===== src/sv/pet_pkg.sv =====
// ----------------------------------------------------------------------------
// pet_pkg: shared types and constants of the pending entry table
// Operation and result codes, state codes, the scan token and cell flags.
// ----------------------------------------------------------------------------
package pet_pkg;

	localparam int SLOTS_DEF       = 16;
	localparam int KEY_WORDS_DEF   = 4;
	localparam int NONCE_WORDS_DEF = 4;

	localparam int WORD_W    = 64;
	localparam int MAX_WORDS = 4;
	localparam int OWNER_W   = 32;
	localparam int TIME_W    = 32;
	localparam int EXPIRY_W  = TIME_W + 1;
	localparam int LIFE_W    = 16;
	localparam int OP_W      = 2;
	localparam int STATUS_W  = 2;
	localparam int SLOT_W    = 4;

	localparam logic [LIFE_W-1:0] LIFETIME_RESET = 16'd60;

	typedef enum logic [OP_W-1:0] {
		OP_ADD    = 2'd0,
		OP_FIND   = 2'd1,
		OP_REMOVE = 2'd2
	} op_t;

	typedef enum logic [STATUS_W-1:0] {
		RES_OK        = 2'd0,
		RES_NOT_FOUND = 2'd1,
		RES_PENDING   = 2'd2,
		RES_FULL      = 2'd3
	} res_t;

	typedef enum logic [1:0] {
		S_IDLE,
		S_SCAN,
		S_DONE
	} state_t;

	// token handed from cell to cell, one cell per cycle
	typedef struct packed {
		logic act;        // token sits at this cell
		logic done;       // a live match was already hit upstream
		logic free_seen;  // a free slot was already seen upstream
	} tok_t;

	// per-cell report while the token is at that cell
	typedef struct packed {
		logic hit;
		logic free;
	} flag_t;

endpackage


===== src/sv/pet_cell.sv =====
// ----------------------------------------------------------------------------
// pet_cell: one slot of the pending entry table
// Holds one entry, checks it against the request while the token is here,
// frees it when an add or find meets it expired or a remove matches it, and passes the token on.
// ----------------------------------------------------------------------------
module pet_cell #(
	parameter int KEY_WORDS   = pet_pkg::KEY_WORDS_DEF,
	parameter int NONCE_WORDS = pet_pkg::NONCE_WORDS_DEF
) (
	input  logic                                          clk,
	input  logic                                          arst_n,
	input  pet_pkg::tok_t                                 tok_i,
	output pet_pkg::tok_t                                 tok_o,
	output pet_pkg::flag_t                                flag,
	input  logic [pet_pkg::OP_W-1:0]                      req_op,
	input  logic [KEY_WORDS-1:0][pet_pkg::WORD_W-1:0]     req_key,
	input  logic [pet_pkg::OWNER_W-1:0]                   req_owner,
	input  logic [pet_pkg::TIME_W-1:0]                    req_now,
	input  logic                                          wr_en,
	input  logic                                          wr_nonce_en,
	input  logic [NONCE_WORDS-1:0][pet_pkg::WORD_W-1:0]   wr_nonce,
	input  logic [pet_pkg::EXPIRY_W-1:0]                  wr_expiry
);

	logic                                        live_q;
	logic [KEY_WORDS-1:0][pet_pkg::WORD_W-1:0]   key_q;
	logic [pet_pkg::OWNER_W-1:0]                 owner_q;
	logic [NONCE_WORDS-1:0][pet_pkg::WORD_W-1:0] nonce_q;
	logic [pet_pkg::EXPIRY_W-1:0]                expiry_q;
	pet_pkg::tok_t                               tok_q;

	logic key_hit, own_hit, expired, scan, drop, hit, rm, free;

	always_comb begin
		key_hit = live_q && (key_q == req_key);
		own_hit = (owner_q == req_owner);
		expired = (expiry_q <= {1'b0, req_now});
		scan    = tok_i.act && !tok_i.done &&
		          (req_op == pet_pkg::OP_ADD || req_op == pet_pkg::OP_FIND);
		// expired name match is dropped whatever its owner
		drop    = scan && key_hit && expired;
		hit     = scan && key_hit && !expired && own_hit;
		rm      = tok_i.act && (req_op == pet_pkg::OP_REMOVE) && key_hit && own_hit;
		free    = scan && !hit && !tok_i.free_seen && (!live_q || drop);
	end

	assign flag.hit  = hit;
	assign flag.free = free;
	assign tok_o     = tok_q;

	always_ff @(posedge clk or negedge arst_n) begin
		if (!arst_n) begin
			live_q <= 1'b0;
			tok_q  <= '0;
		end else begin
			tok_q <= '{act: tok_i.act, done: tok_i.done | hit,
			           free_seen: tok_i.free_seen | free};
			if (wr_en) begin
				live_q <= 1'b1;
			end else if (drop || rm) begin
				live_q <= 1'b0;
			end
		end
	end

	always_ff @(posedge clk) begin
		if (wr_en) begin
			key_q    <= req_key;
			owner_q  <= req_owner;
			expiry_q <= wr_expiry;
			if (wr_nonce_en) begin
				nonce_q <= wr_nonce;
			end
		end
	end

endmodule

===== config.mk =====
export PLATFORM = sky130hd
export DESIGN_NAME = pet_cell
export DESIGN_NICKNAME = d
export VERILOG_FILES = /design/src/sv/pet_pkg.sv /design/src/sv/pet_cell.sv
export SDC_FILE = /design/constraint.sdc
export NUM_CORES = 1
export LEC_CHECK = 0
export BUFFER_PORTS_ARGS = -buffer_cell sky130_fd_sc_hd__buf_4
export CORE_AREA = 8 8 234 236
export CTS_CLUSTER_SIZE = 8
export DETAILED_ROUTE_END_ITERATION = 8
export DIE_AREA = 0 0 242 244
export PLACE_DENSITY_LB_ADDON = 0.1
export SLEW_MARGIN = 0
export SYNTH_ARGS = -nofsm -noshare
export SYNTH_HDL_FRONTEND = slang
export SYNTH_SLANG_ARGS = --single-unit

===== constraint.sdc =====
create_clock -name clk -period 8.7 [get_ports clk]
set_clock_uncertainty 0.1 [all_clocks]
set_input_delay 1.74 -clock clk [delete_from_list [all_inputs] [get_ports clk]]
set_output_delay 1.74 -clock clk [all_outputs]
set_load 0.01 [all_outputs]

==> impl_metrics.json <==
{
  "p_total_mw": 3.98,
  "cts_sinks": 325,
  "tightest_slew_ns": 1.07,
  "ys_seq_area_share_pct": 66.9,
  "dr_total_vias": 9474,
  "start_util_pct": 28.6,
  "rows": 83,
  "dp.final_hpwl_mm": 35.1,
  "io_pins": 623,
  "syn_inst": 1014,
  "drv_slew": 0,
  "gr-usage-all-layers_pct": 14.6,
  "synthAdderAreaFrac_pct": 2.75,
  "grt_pass1_wl_mm": 64.5,
  "yosys_warnings": 0,
  "cts_buffer_depth": 3,
  "maxSlewHeadroom_pct": 27.0,
  "drt_iter0_markers": 465,
  "power_density_nw_per_um2": 205,
  "overflow": 0,
  "core_area_um2": 50900,
  "required_ns": 6.86,
  "power.switching_uw": 917,
  "syn_nets": 1664,
  "post-route-period-util_pct": 74.1,
  "rsz0062_at_grt": "no",
  "drive_above_1_share_pct": 29.6,
  "die-area_um2": 59000,
  "crit_family": "simple AND/OR/NAND/NOR gates",
  "grt_pass1_vias": 10100,
  "ctsResizeCount": 0,
  "share_seq_of_total_power_pct": 48.1,
  "finalWorstSetupSlack_ns": 2.25,
  "antenna_found_initial": 17,
  "grt_max_degree": 81,
  "n_fill_cell": 4995,
  "place.gp.congestion": 0.794,
  "synthDistinctLibCells": 43,
  "cts_tree": "done",
  "finalCriticalPeriod_ns": 6.45,
  "viasPerCell": 4.45,
  "htreeDepth": 2,
  "setup.worst_path.end_class": "output port",
  "swShare_pct": 23.1,
  "grtUsageMet3_pct": 6.32,
  "layout_common_cells": "buf_4, edfxtp_1, xnor2_1, inv_1, nor2b_1",
  "synthSimpleGateAreaFrac_pct": 11.2,
  "worst-path-buf-inv": 2,
  "met2_usage_pct": 23.0,
  "muxShareOfSynthArea_pct": 0,
  "vdd_drop_max_mv": 0.125,
  "cp_data_arrival_time_ns": 4.61,
  "synth_edf_count": 321,
  "final_common_cell": "buf_4",
  "min_path_type": "reg -> reg",
  "io_buffer_count": 365,
  "async_flop_share_pct": 1.23,
  "critical_path.slowest_cell": "nor4_1",
  "avgSynthCellArea_um2": 14.4,
  "critPathKind": "in -> out",
  "final_util_pct": 38.2,
  "crit_chain": "buf_4, nor2b_1, a2111o_1, nor4_1, nand4_1, nor4_2, nand4_2, o41ai_1, buf_4",
  "synth_top_family_by_area": "simple AND/OR/NAND/NOR gates",
  "fin_tns_setup_ns": 0,
  "pwr-share-comb_pct": 11.0,
  "ant_nets": 0,
  "cp-start-kind": "input port",
  "synth_ff_type": "edfxtp_1",
  "fin_nets": 2080,
  "place_ws_ns": 2.18,
  "grt_use_met1_pct": 17.8,
  "hold-worst-slack_ns": 0.553,
  "syn_area_um2": 14600,
  "path_clk_slew_ns": 0.05,
  "wirelength_mm": 44.5,
  "outcome": "finished clean",
  "dieWidth_um": 242,
  "drt_pass1_iterations": 4,
  "slowest_delay_ns": 0.68,
  "busiest_layer": "met2",
  "p_leak_nw": 7.46,
  "ctsHoldBuffers": 0,
  "ys_ff_latch": 325,
  "cts_setup_buffers": 0,
  "cap_viol_max_count": 0,
  "wl_per_cell_um": 20.9,
  "area_delta_synth_final_pct": 33.5,
  "max_freq_mhz": 155,
  "setup_viol": 0,
  "cts_buffers": 47,
  "clkLatencyLatePin_ns": 0.57,
  "cts-root-buf": "clkbuf_16",
  "path_common_cell": "buf_4",
  "final_hold_viol_count": 0,
  "p_int_mw": 3.06,
  "cp_max_fo": 4,
  "die_h_um": 244,
  "synth_compound_area_share_pct": 5.77,
  "p_clk_share_pct": 40.9,
  "synth_xor_area_share_pct": 10.6,
  "post-route-drc-count": 0
}
[flip-flops by register name, summed over array words and instances, names as in the netlist]
register	count
live_q	1
tok_o	3
key_q	256
owner_q	32
expiry_q	33
[routing by layer]
layer,wire length [µm],part of all wire (%)
met1,18800,42
met3,4220,9.5
met4,974,2.2
met2,20400,46
met5,131,0.29
[worst paths after layout]
| kind | start | endpoint | slack [ns] | cells after the start |
|---|---|---|---|---|
| setup reg to reg | key_q[159] | live_q | 5.46 | 7 |
| hold reg to reg | live_q | live_q | 0.55 | 1 |
| hold / removal | live_q | live_q | 0.55 | 1 |
| setup / recovery | req_key[202] | flag[0] | 2.25 | 9 |
| max in group asynchronous | arst_n | tok_o[1] | 7.49 | 1 |
| min in group asynchronous | arst_n | tok_o[0] | 0.88 | 1 |
[per-stage QoR]
stage	instance area, µm²	std cells
floorplan	14600	1014
global placement	18200	2061
detailed placement	18200	2061
CTS	19400	2122
global route	19400	2124
finish	19400	2130
[power by group through the flow]
stage	Clock [mW]	Combinational, mW	Sequential (mW)
4_1_cts	1.70	0.449	1.91
5_1_grt	1.75	0.485	1.93
3_5_place_dp	0	0.447	1.94
6_report	1.63	0.438	1.91
2_1_floorplan	0	0.193	1.93
3_3_place_gp	0	0.443	1.94
[synthesized netlist by cell type (3+ instances only)]
| cell | n | area share [%] |
|---|---|---|
| nand2_1 | 18 | 0.46 |
| a22o_1 | 3 | 0.18 |
| a2111oi_0 | 7 | 0.42 |
| o21ai_0 | 7 | 0.24 |
| inv_1 | 105 | 2.7 |
| o221ai_1 | 3 | 0.18 |
| nand2b_1 | 47 | 2.0 |
| a221oi_1 | 3 | 0.18 |
| xnor2_1 | 138 | 8.3 |
| o2111ai_1 | 16 | 0.96 |
| nor3b_1 | 3 | 0.15 |
| xor2_1 | 39 | 2.3 |
| nor2_1 | 10 | 0.26 |
| nor2b_1 | 70 | 3.0 |
| a2111o_1 | 17 | 1.3 |
| edfxtp_1 | 321 | 66 |
| nor3_1 | 12 | 0.41 |
| nand3_1 | 6 | 0.21 |
| ha_1 | 32 | 2.7 |
| nand4_1 | 50 | 2.1 |
| a22oi_1 | 3 | 0.15 |
| o22ai_1 | 20 | 0.86 |
| dfrtp_1 | 4 | 0.69 |
| a21oi_1 | 15 | 0.52 |
| o2bb2ai_1 | 4 | 0.24 |
| nor4_1 | 38 | 1.6 |
[area by class of cell]
type                    instances  area (µm²)  share of cell area [%]
flip-flops and latches        325        9740                    50.1
multi-input cells             582        4420                    22.7
repair buffers                369        2780                    14.3
clock buffers                  56        1210                    6.22
well taps                     680         851                    4.37
inverters                     105         394                    2.03
clock inverters                 5        40.0                   0.206
diodes                          8        20.0                   0.103
[kinds of logic (layout without fill, tap and decap cells)]
group                      Yosys count  in the layout
AOI/OAI and AO/OA                  106            106
xor gates and xnor gates           177            177
adders and majority gates           32             32
buffers and inverters              107            535
DFF                                325            325
other                                0              8
and+or+nand+nor                    267            267
Power figures use the tool's default switching activity.
